File: config.mk
export PLATFORM = sky130hd
export DESIGN_NAME = hrl_sqrt_cell
export DESIGN_NICKNAME = d
export VERILOG_FILES = /design/src/rtl/hrl_pkg.sv /design/src/rtl/hrl_sqrt_cell.sv
export SDC_FILE = /design/constraint.sdc
export NUM_CORES = 1
export LEC_CHECK = 0
export BUFFER_PORTS_ARGS = -buffer_cell sky130_fd_sc_hd__buf_4
export CAP_MARGIN = 5
export CORE_AREA = 2 2 256 258
export CTS_CLUSTER_SIZE = 10
export DETAILED_ROUTE_END_ITERATION = 16
export DIE_AREA = 0 0 258 260
export SYNTH_ARGS = -nofsm -noshare
export SYNTH_HDL_FRONTEND = slang
export SYNTH_SLANG_ARGS = --single-unit
File: constraint.sdc
create_clock -name clk_i -period 0.8 [get_ports clk_i]
set_input_delay 0.04 -clock clk_i [delete_from_list [all_inputs] [get_ports clk_i]]
set_output_delay 0.04 -clock clk_i [all_outputs]
set_load 0.005 [all_outputs]
File: src/rtl/hrl_pkg.sv
package hrl_pkg;

  localparam int SqrtCells = 32;
  localparam int Div1Cells = 17;
  localparam int Div2Cells = 32;

  localparam logic [15:0] THRESHOLD_RST = 16'd256;
  localparam logic [16:0] ONE_Q16       = 17'd65536;

  // One word as it travels down the chain of cells.
  typedef struct packed {
    logic [31:0] e;     // squared error
    logic [15:0] d;     // delta
    logic [31:0] dsq;   // delta squared, Q16.16
    logic        outl;  // outlier flag, valid from the multiply stage on
    logic [31:0] xs;    // radicand bits still to be consumed
    logic [33:0] rem;   // partial remainder (sqrt, then division)
    logic [31:0] root;  // sqrt(e) in Q8.24
    logic [47:0] prod;  // delta * root
    logic [31:0] dvs;   // divisor
    logic [31:0] num;   // dividend bits still to be brought down
    logic [31:0] q;     // quotient
  } hrl_word_t;

endpackage

File: src/rtl/hrl_sqrt_cell.sv
module hrl_sqrt_cell
  import hrl_pkg::*;
(
  input  logic      clk_i,
  input  logic      rst_ni,
  input  logic      en_i,
  input  logic      valid_i,
  input  hrl_word_t word_i,
  output logic      valid_o,
  output hrl_word_t word_o
);

  logic      valid_q;
  hrl_word_t word_q, word_d;
  logic [35:0] t, trial;
  logic        ge;

  // One root bit per cell: bring down two radicand bits, try 4*root+1.
  always_comb begin
    t      = {word_i.rem, word_i.xs[31:30]};
    trial  = {2'b00, word_i.root, 2'b01};
    ge     = (t >= trial);
    word_d = word_i;
    word_d.rem  = ge ? 34'(t - trial) : t[33:0];
    word_d.root = {word_i.root[30:0], ge};
    word_d.xs   = {word_i.xs[29:0], 2'b00};
  end

  always_ff @(posedge clk_i or negedge rst_ni) begin
    if (!rst_ni) begin
      valid_q <= 1'b0;
    end else if (en_i) begin
      valid_q <= valid_i;
    end
  end

  always_ff @(posedge clk_i) begin
    if (en_i) begin
      word_q <= word_d;
    end
  end

  assign valid_o = valid_q;
  assign word_o  = word_q;

endmodule

# Word-level counts from Yosys, hierarchy flattened
# Index checks and enable logic that the tools add are counted.
[word_totals] input_bits=327 elab_cells=15 ff_bits=322 output_inout_bits=324
[classes] mux=1 addsub=1 magnitude_cmp=1
[op_table] operator="greater-or-equal comparator 36 x 34 -> 1 bit" n=1
[op_table] operator="two-way mux 34 bit" n=1
[op_table] operator="subtractor 34 bit" n=1

# Logic depth before layout (Yosys ltp)
# Gate-level depths: netlist of the first run.
[logic_depth] ltp_word=2 depth_mapped=13 depth_no_buf=10

# Least setup slack after synthesis of the first run
# Ideal clock, no wire load.
[synth_timing] path_kind="input to register" from="input port word_i[153] in the netlist's numbering" to="register word_q (netlist bit word_o[203]), data pin" n_path_buf=0 arrival_ns=2.039 setup_time_ns=0.260 stages=10 path_slack_ns=-1.499 path_cell_list="inv_1 > ha_1 > a21o_1 > a31o_1 > a211oi_4 > o211ai_2 > a21bo_2 > mux2i_1 > o221ai_1 > mux2_4"
[synth_lines] item="start: declaration" line_no="hrl_sqrt_cell.sv:8" text="input hrl_word_t word_i,"
[synth_lines] item="end signal: assignment" line_no="hrl_sqrt_cell.sv:39" text="word_q <= word_d;"
[synth_lines] item="end: declaration" line_no="hrl_sqrt_cell.sv:14" text="hrl_word_t word_q, word_d;"

==> results of run 1 <==
logic make-up (layout without fill, tap and decap cells):
logic type / after synthesis / count (layout) / share of synthesized area (%)
fa+ha+maj: 34 / 34 / 3.50
compound gates: 133 / 134 / 7.67
other cells: 1 / 9 / 0.0309
mux: 6 / 6 / 0.546
simple gates: 120 / 120 / 4.61
buf+inv: 59 / 1243 / 2.12
flops: 322 / 322 / 79.6
xor+xnor: 27 / 27 / 1.95
repair_timing:
action | CTS | global route
pin swaps | 25 | 23
buffers inserted | 14 | 12
gates cloned | 4 | 0
setup endpoints to repair | 357 | 425
endpoints found under the hold margin | 378 | 31
resized for setup | 208 | 128
per-stage QoR:
stage / std cells / TNS [ns] / power (mW) / worst slack, ns
global placement: 2329 / -87.39 / 29.2 / -1.97
CTS: 2736 / -155.91 / 49.0 / -1.09
detailed placement: 2329 / -86.56 / 29.3 / -1.97
floorplan: 703 / -40.77 / 23.3 / -1.32
global route: 2745 / -154.77 / 51.0 / -1.16
finish: 2750 / -134.93 / 49.1 / -1.11
area by class of cell:
class | instances | area, µm²
antenna | 7 | 17.5
clock buffer | 54 | 1100
clock inverter | 10 | 113
fill | 5872 | 38600
inverter | 43 | 201
multi-input combinational | 323 | 2870
sequential | 322 | 9660
tap | 855 | 1070
timing repair buffer | 1136 | 10500
sequential cells by signal, indices dropped and copies added, names as in the netlist:
name     flops
valid_o      1
word_o     321
metal layers:
layer / up-vias / global-route usage, % / share of wire (%)
li1: 5005 / - / -
met1: 5478 / 20.0 / 36
met2: 530 / 30.2 / 48
met3: 134 / 6.67 / 9.5
met4: 10 / 8.77 / 5.7
met5: - / 0 / 0.098
power groups by stage:
stage               sequential (mW)  clock (mW)  combinational, mW
floorplan                      21.2           0               2.05
detailed placement             21.2           0               8.10
global placement               21.2           0               8.00
CTS                            21.0        17.7               10.3
global route                   21.2        18.4               11.3
finish                         21.1        17.3               10.7
worst max path at each step:
stage	to	slack (ns)	cells after the start
after floorplan	word_o[203]	-1.32	9
after global placement	word_o[202]	-1.97	10
after detailed placement	word_o[197]	-1.97	10
after CTS	word_o[197]	-1.09	11
after global routing	word_o[202]	-1.16	11
final	word_o[202]	-1.11	11
Yosys cell counts, drive strengths merged (2+ instances only):
| cell type | n | area share [%] |
|---|---|---|
| edfxtp | 321 | 79 |
| nand2 | 58 | 1.8 |
| o21ai | 46 | 1.9 |
| inv | 42 | 1.3 |
| ha | 34 | 3.5 |
| a21oi | 28 | 1.2 |
| a21o | 20 | 1.2 |
| nor2 | 18 | 0.56 |
| xnor2 | 14 | 1.0 |
| xor2 | 13 | 0.94 |
| nor3 | 10 | 0.41 |
| buf | 9 | 0.46 |
| clkbuf | 7 | 0.32 |
| nand4 | 7 | 0.41 |
| nand3 | 6 | 0.25 |
| a31oi | 5 | 0.38 |
| and2 | 5 | 0.28 |
| and3 | 5 | 0.29 |
| nand2b | 5 | 0.26 |
| o31ai | 5 | 0.35 |
| mux2i | 4 | 0.33 |
| o211ai | 3 | 0.23 |
| o21a | 3 | 0.19 |
| o41ai | 3 | 0.40 |
| a211oi | 2 | 0.23 |
| a21boi | 2 | 0.12 |
| a31o | 2 | 0.14 |
| mux2 | 2 | 0.22 |
| o221ai | 2 | 0.14 |
| o31a | 2 | 0.14 |
layout by cell type (no fill, tap or decap), types with 5 or more instances in the layout:
cell             n
inv_1           29
buf_4          547
nor2_1          15
nand4_1          6
o21ai_2         11
o21ai_1         24
dlygate4sd3_1  323
xor2_1          13
nand2_1         41
a21o_1          19
ha_1            12
clkbuf_1        12
xnor2_1         11
ha_4            21
diode_2          7
buf_12          13
nand2_2         11
buf_6          243
nand2b_1         5
inv_4            7
clkbuf_16       42
nor3_1           9
a21oi_1         18
nand2_4          6
edfxtp_1       321
a21oi_2          9
buf_8            9
o21ai_0         11
==> flow_metrics.py, run 1 <==
metrics = {
    "outcome": {
        "status": "finished, violations left",
        "failed_checks": "hold timing, setup timing",
    },
    "logic_synthesis": {
        "seq_area_frac_synth_pct": 79.6,
        "syn_area_um2": 12100,
        "ys_types": 64,
        "yosysWarnings": 0,
        "synth_ff_type": "edfxtp_1",
        "avgSynthCellArea_um2": 17.3,
        "synth-edff-count": 321,
        "synth_seq_cells": 322,
        "synthCells": 702,
        "async_flop_share_pct": 0.311,
    },
    "die": {
        "dieArea_um2": 67100,
        "initial_utilization_pct": 18.9,
        "ioPinCount": 651,
        "die_x_um": 258,
        "dieHeight_um": 260,
        "rows": 93,
        "core_area_um2": 64100,
    },
    "global_routing": {
        "grt_overflow": 0,
        "grt_pass1_vias": 12001,
        "antenna_found_initial": 19,
        "grt_pass1_wl_um": 86000,
        "grt_use_total_pct": 17.9,
        "grt_max_degree": 29,
    },
    "detailed_routing": {
        "drt-total-wl_um": 63000,
        "drt_iter0_markers": 851,
        "dr.pass1.iters": 5,
        "route.detailed.drc": 0,
        "vias_per_cell": 4.06,
        "vias": 11157,
        "ant_nets": 0,
        "wl_per_cell_um": 22.9,
    },
    "setup_path": {
        "crit_family": "simple AND/OR/NAND/NOR gates",
        "crit_path_start": "word_i[184]",
        "arrival_ns": 2.21,
        "crit_buf_inv": 2,
        "reg2reg_from": "valid_o",
        "cpPeakStageDelay_ns": 0.40,
        "regToRegSetupSlack_ns": 0.03,
        "cp-start-kind": "input pin",
        "path_class": "input pin to flip-flop",
        "worstPathCellList": "buf_4 > ha_4 > nand4_1 > nor4_4 > nand2_1 > o311ai_2 > a211oi_2 > buf_4 > o21a_4 > and2_4 > a31o_1",
        "crit_top_cell": "buf_4",
        "worstPathRequired_ns": 1.10,
        "crit_slowest_cell": "nor4_4",
        "reg2reg_to": "valid_o",
        "rr_worst_depth": 1,
        "cp_max_fo": 6,
        "crit_path_end_kind": "flip-flop",
    },
    "hold_path": {
        "hp-start": "en_i",
        "hold_class": "input pin to flip-flop",
        "holdPathStages": 2,
        "worstHoldEndpoint": "word_o[117]",
    },
    "clocking": {
        "cts_buffers": 41,
        "path_clk_slew_ns": 0.06,
        "cts_hold_buf": 326,
        "clock_latency_ns": 0.54,
        "cts.sinks": 322,
        "cts_tree": "built",
        "clock_path_buffers": 3,
        "htreeDepth": 2,
        "root_buffer": "clkbuf_16",
    },
    "power_and_ir_drop": {
        "p_clk_share_pct": 35.2,
        "power_leakage_nw": 10.7,
        "max-vdd-ir-drop_mv": 1.48,
        "p_int_mw": 36.9,
        "power_frac_seq_pct": 43.0,
        "power_frac_comb_pct": 21.9,
        "p_per_area_nw_per_um2": 1930,
        "p_switching_mw": 12.2,
        "swShare_pct": 24.8,
    },
    "sta": {
        "hold_slack_ns": -0.0299,
        "min_period_ns": 1.91,
        "max_freq_mhz": 524,
        "setup_ws_ns": -1.11,
        "grt_setup_unrepaired": "true",
        "period_share_pct": 238,
        "maxSlewViolCount": 0,
        "skew_ns": 0,
        "hold_violations": 28,
        "setup_viol": 357,
    },
    "place": {
        "hpwl_um": 47000,
        "portBuffers": 648,
        "place_congestion": 0.861,
        "place_area_um2": 19500,
    },
    "finish": {
        "area_delta_synth_final_pct": 110,
        "drive_gt1_share_pct": 51.9,
        "final_area_um2": 25500,
        "nNetsFinal": 2228,
        "final_util_pct": 39.8,
    },
    "run": {
        "maxCapViolations": 0,
    },
}
(Power assumes the default switching activity.)
==> run 2: changes to the inputs <==
Settings changed: SKIP_CTS_REPAIR_TIMING set to 1.
==> flow_metrics.py, run 2 (same netlist as run 1, synthesis figures left out) <==
metrics = {
    "outcome": {
        "status": "finished, violations left",
        "failed_checks": "hold timing, setup timing",
    },
    "setup_path": {
        "crit_buf_inv": 3,
        "cp-start-kind": "input pin",
        "arrival_ns": 2.25,
        "crit_slowest_cell": "o21a_4",
        "crit_family": "compound AO/OA/AOI/OAI gates",
        "crit_path_end_kind": "flip-flop",
        "worstPathRequired_ns": 1.09,
        "path_class": "input pin to flip-flop",
        "worstPathCellList": "buf_4 > inv_2 > ha_4 > and2_1 > a221oi_2 > o31a_1 > o221ai_2 > a211oi_2 > o21a_4 > clkinv_4 > mux2_4",
        "cp_max_fo": 7,
        "cpPeakStageDelay_ns": 0.33,
    },
    "global_routing": {
        "grt_overflow": 0,
        "grt_use_total_pct": 16.0,
        "grt_pass1_vias": 10037,
        "use_met2_pct": 27.2,
        "grt-busiest-layer": "met2",
        "grt_use_met1_pct": 17.2,
        "grt_pass1_wl_um": 75600,
        "antenna_found_initial": 20,
        "gr-usage-met3_pct": 7.85,
        "grt_max_degree": 29,
    },
    "sta": {
        "worst_pin_slew_ns": 0.506,
        "setup_viol": 368,
        "relSlewSlack_pct": 66.1,
        "min_period_ns": 1.96,
        "grt_setup_unrepaired": "true",
        "skew_ns": 0,
        "hold_violations": 1,
        "setup_ws_ns": -1.16,
        "hold_slack_ns": -0.00361,
        "maxSlewViolCount": 0,
        "max_freq_mhz": 510,
        "period_share_pct": 245,
        "setup_tns_ns": -139.51,
    },
    "place": {
        "place_ws_ns": -1.97,
        "place_inst": 2329,
        "hpwl_um": 47000,
        "place_congestion": 0.861,
        "portBuffers": 648,
        "place_area_um2": 19500,
    },
    "clocking": {
        "cts_buffers": 41,
        "htreeDepth": 2,
        "cts.sinks": 322,
        "cts_tree": "built",
        "path_clk_slew_ns": 0.06,
        "clock_latency_ns": 0.54,
        "clock_path_buffers": 3,
        "root_buffer": "clkbuf_16",
    },
    "detailed_routing": {
        "wl_per_cell_um": 22.9,
        "drt-total-wl_um": 62800,
        "dr.pass1.iters": 5,
        "route.detailed.drc": 0,
        "vias_per_cell": 4.09,
        "vias": 11209,
        "ant_nets": 0,
        "drt_iter0_markers": 752,
    },
    "hold_path": {
        "hold_class": "input pin to flip-flop",
    },
    "finish": {
        "layout_commonest_cell": "buf_4",
        "final_util_pct": 39.4,
        "area_delta_synth_final_pct": 108,
        "largest_reg_flops": 321,
        "layout_common_cells": "buf_4, dlygate4sd3_1, edfxtp_1",
        "nNetsFinal": 2220,
        "final_area_um2": 25200,
        "final-instance-count-excl-fill": 2741,
        "drive_gt1_share_pct": 51.8,
    },
    "power_and_ir_drop": {
        "p_per_area_nw_per_um2": 1930,
        "max-vdd-ir-drop_mv": 1.31,
        "power.total_mw": 48.8,
        "power_leakage_nw": 10.6,
    },
    "run": {
        "maxCapViolations": 0,
    },
    "die": {
        "ioPinCount": 651,
        "dieHeight_um": 260,
        "die_x_um": 258,
        "initial_utilization_pct": 18.9,
        "core_area_um2": 64100,
        "dieArea_um2": 67100,
        "rows": 93,
    },
}
## run 2: final timing paths
path,start,endpoint,slack [ns],cells after the start
min in group asynchronous,rst_ni,valid_o,0.38,3
max reg2reg,valid_o,valid_o,0.03,1
min reg2reg,valid_o,valid_o,0.55,1
min,word_i[200],word_o[202],-0.004,4
max,word_i[160],word_o[203],-1.16,11
max in group asynchronous,rst_ni,valid_o,0.31,3
## run 2: layout make-up
class	instances	area (µm²)
antenna	6	15.0
clock buffer	54	1100
clock inverter	10	113
fill	5913	38900
inverter	43	201
multi-input combinational	323	2870
sequential	322	9660
tap	855	1070
timing repair buffer	1128	10200
## run 2: metal layers
metal | wire length [µm] | vias to the layer above | part of all wire, %
met3 | 5770 | 125 | 9.2
met2 | 31000 | 526 | 49
li1 | - | 5000 | -
met5 | 106 | - | 0.17
met4 | 2880 | 18 | 4.6
met1 | 23000 | 5540 | 37
## run 2: power by group
group	switching [mW]	leakage [nW]	total [mW]	internal, mW
Clock	7.02	0.590	17.2	10.2
Combinational	4.28	6.84	10.5	6.19
Sequential	0.728	3.15	21.1	20.3
## run 2: tightest hold or removal path, stage by stage
cell	delay, ns
buf_4	0.10
buf_4	0.09
and2_4	0.12
a31o_1	0.08
