### config.mk
export PLATFORM = sky130hd
export DESIGN_NAME = hrl_div_cell
export DESIGN_NICKNAME = d
export VERILOG_FILES = /design/src/rtl/hrl_pkg.sv /design/src/rtl/hrl_div_cell.sv
export SDC_FILE = /design/constraint.sdc
export NUM_CORES = 1
export LEC_CHECK = 0
export CELL_PAD_IN_SITES_DETAIL_PLACEMENT = 0
export CELL_PAD_IN_SITES_GLOBAL_PLACEMENT = 2
export CORE_AREA = 4 4 253 255
export DETAILED_ROUTE_END_ITERATION = 10
export DIE_AREA = 0 0 257 259
export DONT_BUFFER_PORTS = 1
export PLACE_DENSITY = 0.41
export SYNTH_ARGS = -nofsm -noshare
export SYNTH_HDL_FRONTEND = slang
export SYNTH_SLANG_ARGS = --single-unit
### constraint.sdc
create_clock -name clk_i -period 1.2 [get_ports clk_i]
set_input_delay 0.18 -clock clk_i [delete_from_list [all_inputs] [get_ports clk_i]]
set_output_delay 0.18 -clock clk_i [all_outputs]
set_load 0.01 [all_outputs]
### src/rtl/hrl_pkg.sv
package hrl_pkg;

  localparam int SqrtCells = 32;
  localparam int Div1Cells = 17;
  localparam int Div2Cells = 32;

  localparam logic [15:0] THRESHOLD_RST = 16'd256;
  localparam logic [16:0] ONE_Q16       = 17'd65536;

  // One word as it travels down the chain of cells.
  typedef struct packed {
    logic [31:0] e;     // squared error
    logic [15:0] d;     // delta
    logic [31:0] dsq;   // delta squared, Q16.16
    logic        outl;  // outlier flag, valid from the multiply stage on
    logic [31:0] xs;    // radicand bits still to be consumed
    logic [33:0] rem;   // partial remainder (sqrt, then division)
    logic [31:0] root;  // sqrt(e) in Q8.24
    logic [47:0] prod;  // delta * root
    logic [31:0] dvs;   // divisor
    logic [31:0] num;   // dividend bits still to be brought down
    logic [31:0] q;     // quotient
  } hrl_word_t;

endpackage

### src/rtl/hrl_div_cell.sv
module hrl_div_cell
  import hrl_pkg::*;
(
  input  logic      clk_i,
  input  logic      rst_ni,
  input  logic      en_i,
  input  logic      valid_i,
  input  hrl_word_t word_i,
  output logic      valid_o,
  output hrl_word_t word_o
);

  logic      valid_q;
  hrl_word_t word_q, word_d;
  logic [32:0] t;
  logic        ge;

  // Restoring division, one quotient bit per cell.
  always_comb begin
    t      = {word_i.rem[31:0], word_i.num[31]};
    ge     = (t >= {1'b0, word_i.dvs});
    word_d = word_i;
    word_d.rem = ge ? 34'(t - {1'b0, word_i.dvs}) : {1'b0, t};
    word_d.q   = {word_i.q[30:0], ge};
    word_d.num = {word_i.num[30:0], 1'b0};
  end

  always_ff @(posedge clk_i or negedge rst_ni) begin
    if (!rst_ni) begin
      valid_q <= 1'b0;
    end else if (en_i) begin
      valid_q <= valid_i;
    end
  end

  always_ff @(posedge clk_i) begin
    if (en_i) begin
      word_q <= word_d;
    end
  end

  assign valid_o = valid_q;
  assign word_o  = word_q;

endmodule

; ---- Word level (Yosys, flattened, before mapping)
; Index checks and enable logic that the tools add are counted.
[op_classes]
n_addsub = 1
magnitude_cmp = 1
muxes = 1
[ops]
columns = operator, n
row1 = 33-bit by 32-bit subtractor with 34-bit output, 1
row2 = 33-bit by 32-bit greater-or-equal comparator with 1-bit output, 1
row3 = 33-bit 2-to-1 mux, 1
[totals]
output_inout_bits = 324
input_bits = 327
ff_bits = 323

; ---- Depth between registers and ports, before layout
; Gate-level depths: netlist of the first run.
[logic_depth]
word_depth = 2
depth_mapped = 13
mapped_depth_nobuf = 12

; ---- Worst setup path after synthesis of the first run
; Ideal clock, no wire load.
[synth_timing]
path_type = input-to-reg
startpoint = input word_i[63] (netlist bit)
endpoint = register word_q, in the netlist word_o[200] (data pin)
t_required_ps = 937
cell_stages = 13
setup_slack_ps = -1553
t_arrival_ps = 2490
setup_time_ps = 263
path_cell_list = inv_1 > ha_1 > fa_1 > nor2b_4 > o31ai_4 > a2111oi_1 > a311o_1 > a311o_1 > a21oi_4 > inv_2 > buf_6 > nand4_1 > nor3b_2
[synth_rtl]
columns = item, line
row1 = start: declaration, hrl_div_cell.sv:8  ; input hrl_word_t word_i,
row2 = end signal: assignment, hrl_div_cell.sv:38  ; word_q <= word_d;
row3 = end: declaration, hrl_div_cell.sv:14  ; hrl_word_t word_q, word_d;

==> results of run 1 <==
[layer usage]
metal	track usage, %	vias up
met2	29.1	365
met4	4.08	2
met1	15.8	4123
li1	-	3726
met3	4.67	62
met5	0	-
[worst min-delay path by stage]
stage / depth (start not counted) / slack, ns / end
detailed placement: 0 / -0.12 / valid_o
floorplan: 0 / -0.12 / valid_o
global route: 0 / -0.31 / word_o[64]
global placement: 0 / -0.12 / valid_o
CTS: 0 / -0.31 / word_o[64]
finish: 0 / -0.26 / word_o[64]
[power by group]
part / switching, uW / total (uW) / internal, uW
Sequential: 1240 / 14900 / 13600
Combinational: 1390 / 3200 / 1810
Clock: 4890 / 11800 / 6870
Total: 7520 / 29900 / 22300
[cells in the mapped netlist (2+ instances only)]
| cell | n | share of area [%] |
|---|---|---|
| and3_1 | 4 | 0.21 |
| a31o_2 | 5 | 0.36 |
| nor2b_1 | 4 | 0.21 |
| xor2_1 | 14 | 1.0 |
| inv_1 | 45 | 1.4 |
| o211ai_1 | 4 | 0.25 |
| nor3_1 | 3 | 0.12 |
| nand3_1 | 8 | 0.33 |
| buf_6 | 3 | 0.28 |
| o21ai_1 | 2 | 0.082 |
| clkbuf_1 | 9 | 0.28 |
| o211a_1 | 2 | 0.16 |
| and2_1 | 2 | 0.10 |
| or2_2 | 3 | 0.15 |
| mux2_2 | 2 | 0.18 |
| a21o_1 | 12 | 0.74 |
| a21oi_1 | 54 | 2.2 |
| a31oi_1 | 9 | 0.46 |
| or3_1 | 5 | 0.26 |
| buf_2 | 4 | 0.16 |
| o21a_1 | 6 | 0.37 |
| a311o_1 | 3 | 0.25 |
| a211oi_1 | 5 | 0.31 |
| xnor2_1 | 8 | 0.58 |
| edfxtp_1 | 322 | 79 |
| o221ai_1 | 2 | 0.14 |
| nor2_1 | 43 | 1.3 |
| o31ai_1 | 5 | 0.31 |
| nor4_1 | 3 | 0.15 |
| o21ai_0 | 18 | 0.74 |
| ha_1 | 32 | 3.3 |
| nand4_1 | 7 | 0.36 |
| nand2_1 | 35 | 1.1 |
| a21boi_0 | 4 | 0.25 |
| a211o_1 | 3 | 0.22 |
| nand2b_1 | 4 | 0.21 |
[cells in the final DEF (no fill, tap or decap), types with 3 or more instances in the layout]
master,netlist,final
clkbuf_16,0,42
xor2_1,14,14
dlygate4sd3_1,0,321
o21ai_1,2,6
clkbuf_1,9,6
nor3_1,3,3
a211oi_2,0,3
and3_1,4,4
clkinv_1,0,6
ha_4,0,5
nand4_1,7,7
a21oi_1,54,51
a21oi_2,0,3
nand2_1,35,35
nand2b_1,4,4
nor2b_1,4,4
o21ai_0,18,14
diode_2,0,4
ha_1,32,27
o211ai_1,4,4
inv_6,0,3
or2_2,3,3
a31oi_1,9,9
clkinvlp_4,0,3
a31o_2,5,5
a21o_1,12,12
nand3_1,8,8
buf_4,1,137
clkinv_2,0,5
o21a_1,6,6
xnor2_1,8,8
clkinv_4,0,4
edfxtp_1,322,322
a211o_1,3,3
o31ai_2,0,3
or3_1,5,5
nor2_1,43,39
inv_1,45,44
[layout make-up]
cell class                      instances  area, um2  share of cell area (%)
Sequential cell                       323       9690                    51.3
Clock inverter                         24        208                    1.10
Antenna cell                            4       10.0                  0.0529
Timing Repair Buffer                  462       4300                    22.8
Inverter                               46        188                   0.993
Multi-Input combinational cell        332       2380                    12.6
Tap cell                              837       1050                    5.54
Clock buffer                           48       1070                    5.68
[stage by stage]
step	setup TNS, ns	hold WS, ns
floorplan	-46.75	-0.116
global placement	-52.06	-0.116
detailed placement	-53.25	-0.116
CTS	-37.19	-0.313
global route	-41.32	-0.311
finish	-32.23	-0.263
[registers in the layout (all words and copies together) (netlist names)]
register,flops
word_o,322
valid_o,1
[logic make-up (layout without fill, tap and decap cells)]
group	Yosys count	count (layout)	share of synthesized area (%)
AO/OA/AOI/OAI	144	144	7.74
XOR/XNOR	22	22	1.58
adder cells (fa/ha/maj)	33	33	3.45
buffers and inverters	64	580	2.23
flip-flops	323	323	79.6
multiplexers	3	3	0.277
other	1	5	0.0308
AND/OR/NAND/NOR	129	129	5.11
[timing repair]
action	in CTS	in global routing
resized for setup	29	5
setup buffers	4	1
pin swaps	7	5
setup endpoints to repair	242	268
hold endpoints to repair	645	83
[worst max-delay path, delay by kind of cell]
family          cells  cell delay, ns
compound gates      6            1.53
simple gates        1            0.06
buf+inv             3            0.27
fa+ha+maj           2            0.37
==> flow_summary.json, run 1 <==
{
  "design_area_mm2": 0.0189,
  "critPathSlowestCell": "a311o_2",
  "numClockSinks": 323,
  "rrSetupSlack_ns": 0.39,
  "synth_edf_count": 322,
  "dp_slack_ns": -1.64,
  "clock_skew_ns": 0,
  "min_from": "word_i[64]",
  "crit_chain": "inv_12, ha_4, fa_2, nor2b_4, o31ai_4, a2111oi_2, a311o_1, a311o_2, a21oi_4, inv_4, buf_12, a31o_1",
  "grt_usage_pct": 15.1,
  "maxSlewViolCount": 0,
  "r2r_cells": 1,
  "nets": 1565,
  "wl_met1_um": 19300,
  "peakVddDrop_mv": 0.943,
  "maxCapViolations": 0,
  "cp-endpoint": "word_o[199]",
  "die_area_mm2": 0.0666,
  "cts_hold_buf": 321,
  "first_global_vias": 8814,
  "slowest_delay_ns": 0.47,
  "synth.cell_area_mm2": 0.0122,
  "hpwl_um": 40100,
  "dr_wl_met3_um": 3660,
  "highest_layer": "met5",
  "final_core_util_pct": 30.7,
  "drtPass1Iterations": 6,
  "cts_tree": "done",
  "syn2layout_area_growth_pct": 55.2,
  "async_flop_share_pct": 0.310,
  "fp.dieH_um": 259,
  "total_power_uw": 29900,
  "grt_pass1_wl_um": 71200,
  "drc": 0,
  "violations": "negative hold slack, negative setup slack",
  "port_buffers": 0,
  "grt_overflow_total": 0,
  "r2r-end": "valid_o",
  "leakage_uw": 0.00702,
  "crit_fanout": 20,
  "cts_buffers": 40,
  "timing.final.crit_share_pct": 177,
  "crit_path_start": "word_i[63]",
  "syn_nets": 1079,
  "critPathLaunchType": "input port",
  "insertion_delay_ns": 0.53,
  "grt_setup_unrepaired": "yes",
  "fill_cells": 6104,
  "num_vias": 8278,
  "synth_cell_type_count": 61,
  "grt_max_degree": 324,
  "io-pin-count": 651,
  "coreArea_mm2": 0.0616,
  "hold_path.class": "in2reg",
  "reg2reg_from": "valid_o",
  "hold_violations": 65,
  "die_w_um": 257,
  "met2_length_um": 29600,
  "syn_inst": 719,
  "place.gp.congestion": 0.817,
  "worstPathArrival_ns": 2.42,
  "ys.warnings.count": 0,
  "max_clock_freq_ghz": 0.471,
  "end_kind": "flip-flop",
  "synth_ff_type": "edfxtp_1",
  "status": "complete, but fails checks",
  "fin_hold_ws_ns": -0.263,
  "clk_pin_slew_worst_paths_ns": 0.06,
  "synth.avg_cell_area_um2": 16.9,
  "synth-seq-cells": 323,
  "setup_viol": 91,
  "start_util_pct": 19.8,
  "ant_nets": 0,
  "period_minus_slack_ns": 2.12,
  "placed_area_mm2": 0.0142,
  "dp_cells": 1674,
  "routed_wirelength_um": 54000,
  "worstMarginPinSlew_ns": 1.32,
  "crit_type": "in2reg",
  "maxSlewHeadroom_pct": 11.7,
  "cts_max_level": 2,
  "fin_ws_ns": -0.922,
  "layout-drive-gt1-share_pct": 19.8,
  "post_drt_wl_per_cell_um": 26.0,
  "row_count": 91,
  "fin_cells": 2076,
  "grt_antenna_before_repair": 5,
  "cts_root_buf": "clkbuf_16",
  "clockBufferDepth": 3,
  "p_per_area_mw_per_mm2": 1580,
  "viasPerCell": 3.99,
  "cp_data_required_time_ns": 1.50,
  "yosysSeqAreaShare_pct": 79.6,
  "drt_iter0_drc": 558
}
Note: power is estimated with default switching activity, not from simulation.
==> inputs of run 2 (changes only) <==
--- a/config.mk
+++ b/config.mk
@@ -7,9 +7,9 @@
 export LEC_CHECK = 0
 export CELL_PAD_IN_SITES_DETAIL_PLACEMENT = 0
 export CELL_PAD_IN_SITES_GLOBAL_PLACEMENT = 2
-export CORE_AREA = 4 4 253 255
+export CORE_AREA = 4 4 254 256
 export DETAILED_ROUTE_END_ITERATION = 10
-export DIE_AREA = 0 0 257 259
+export DIE_AREA = 0 0 258 260
 export DONT_BUFFER_PORTS = 1
 export PLACE_DENSITY = 0.41
 export SYNTH_ARGS = -nofsm -noshare
==> constraint.sdc (replaced) <==
create_clock -name clk_i -period 2 [get_ports clk_i]
set_input_delay 0.3 -clock clk_i [delete_from_list [all_inputs] [get_ports clk_i]]
set_output_delay 0.3 -clock clk_i [all_outputs]
set_load 0.01 [all_outputs]
==> flow_summary.json, run 2 (synthesis gave the netlist of run 1 again) <==
{
  "status": "complete, but fails checks",
  "violations": "negative hold slack, negative setup slack",
  "start_util_pct": 19.5,
  "io-pin-count": 651,
  "setup_viol": 35,
  "clk_pin_slew_worst_paths_ns": 0.06,
  "port_buffers": 0,
  "leakage_uw": 0.00698,
  "die_area_mm2": 0.0671,
  "grt_usage_pct": 14.5,
  "critPathLaunchType": "input port",
  "grt_pass1_wl_um": 69000,
  "max_clock_freq_ghz": 0.441,
  "num_vias": 8135,
  "drtPass1Iterations": 4,
  "placed_area_mm2": 0.0142,
  "row_count": 92,
  "fin_ws_ns": -0.267,
  "final.setup.tns_ns": -8.05,
  "cp_data_required_time_ns": 2.31,
  "crit_chain": "inv_12, ha_4, fa_2, nor2b_4, o31ai_4, a2111oi_4, a311o_1, a311o_1, a21oi_4, inv_4, buf_6, a31o_1",
  "period_minus_slack_ns": 2.27,
  "peakVddDrop_mv": 0.437,
  "post_drt_wl_per_cell_um": 25.3,
  "cts_max_level": 2,
  "end_kind": "flip-flop",
  "clock_skew_ns": 0,
  "maxCapViolations": 0,
  "rrSetupSlack_ns": 1.14,
  "fill_cells": 6184,
  "design_area_mm2": 0.0189,
  "coreArea_mm2": 0.0625,
  "hold_path.class": "in2reg",
  "mostFrequentLayoutCells": "edfxtp_1, dlygate4sd3_1, buf_4",
  "cts_hold_buf": 316,
  "grt_max_degree": 324,
  "grt_setup_unrepaired": "yes",
  "p_per_area_mw_per_mm2": 965,
  "die_w_um": 258,
  "crit_type": "in2reg",
  "place.gp.congestion": 0.790,
  "final_common_cell": "edfxtp_1",
  "hold_violations": 59,
  "cts_root_buf": "clkbuf_16",
  "final_core_util_pct": 30.2,
  "maxSlewViolCount": 0,
  "hpwl_um": 39100,
  "critPathSlowestCell": "a311o_1",
  "worstPathArrival_ns": 2.58,
  "fp.dieH_um": 260,
  "largest_register_ffs": 322,
  "fin_hold_ws_ns": -0.116,
  "drc": 0,
  "drt_iter0_drc": 676,
  "maxSlewHeadroom_pct": 47.2,
  "slowest_delay_ns": 0.39,
  "crit_fanout": 10,
  "cts_tree": "done",
  "first_global_vias": 8594,
  "cp_common_cell": "a311o_1",
  "viasPerCell": 3.93,
  "cts_buffers": 40,
  "numClockSinks": 323,
  "syn2layout_area_growth_pct": 54.9,
  "dp_slack_ns": -0.991,
  "grt_overflow_total": 0,
  "layout-drive-gt1-share_pct": 19.2,
  "grt_antenna_before_repair": 7,
  "worstMarginPinSlew_ns": 0.793,
  "nets": 1548,
  "timing.final.crit_share_pct": 113,
  "insertion_delay_ns": 0.54,
  "ant_nets": 0,
  "clockBufferDepth": 3,
  "routed_wirelength_um": 52300
}
-- run 2: changes by cell type in the layout (fill, tap and decap cells not counted), moves of 3 or more --
cell	previous run	this run
buf_4	137	121
o21ai_2	0	5
bufinv_16	2	5
dlygate4sd3_1	321	316
buf_6	2	5
o21ai_1	6	1
clkbuf_1	6	2
-- run 2: critical path: cells and delay by family --
family,cells,cell delay [ns]
simple gates,1,0.05
fa+ha+maj,2,0.35
compound gates,6,1.57
buf+inv,3,0.29
-- run 2: timing repair --
item                       4_1_cts  5_1_grt
resized for setup               26       10
pin swaps                        6        2
hold endpoints to repair       598      128
setup endpoints to repair       35       35
setup buffers                    2        0
-- run 2: path summary, 6_finish.rpt --
path,start,to,cells past startpoint
min in group asynchronous,rst_ni,valid_o,2
worst max-delay path,word_i[63],word_o[199],12
max in group asynchronous,rst_ni,valid_o,2
worst min register to register,valid_o,valid_o,1
worst min-delay path,en_i,word_o[210],0
worst max register to register,valid_o,valid_o,1
-- run 2: metal layers --
metal / routed length [um] / vias to the layer above / global-route usage, % / part of all wire (%)
li1: - / 3711 / - / -
met1: 18500 / 4005 / 15.4 / 35
met4: 1120 / 6 / 3.69 / 2.1
met3: 4050 / 58 / 4.82 / 7.7
met5: 40 / - / 0 / 0.076
met2: 28700 / 355 / 27.5 / 55
-- run 2: metrics by stage --
stage | std cells | power [uW]
after floorplan | 719 | 9450
after global placement | 1674 | 10400
after detailed placement | 1674 | 10400
after CTS | 2062 | 18600
after global routing | 2066 | 19000
final | 2068 | 18200
-- run 2: layout make-up --
type | instances | area (um2) | share of cell area [%]
Antenna cell | 6 | 15.0 | 0.0796
Multi-Input combinational cell | 332 | 2380 | 12.6
Sequential cell | 323 | 9690 | 51.4
Timing Repair Buffer | 445 | 4180 | 22.2
Clock buffer | 42 | 1010 | 5.34
Clock inverter | 28 | 343 | 1.82
Tap cell | 846 | 1060 | 5.61
Inverter | 46 | 188 | 0.995
-- run 2: report_power, final --
part / leakage [uW] / internal (uW) / total [uW] / switching, uW
Clock: 0.000651 / 4390 / 7420 / 3030
Combinational: 0.00316 / 1060 / 1860 / 809
Sequential: 0.00316 / 8180 / 8930 / 744
Total: 0.00698 / 13600 / 18200 / 4580
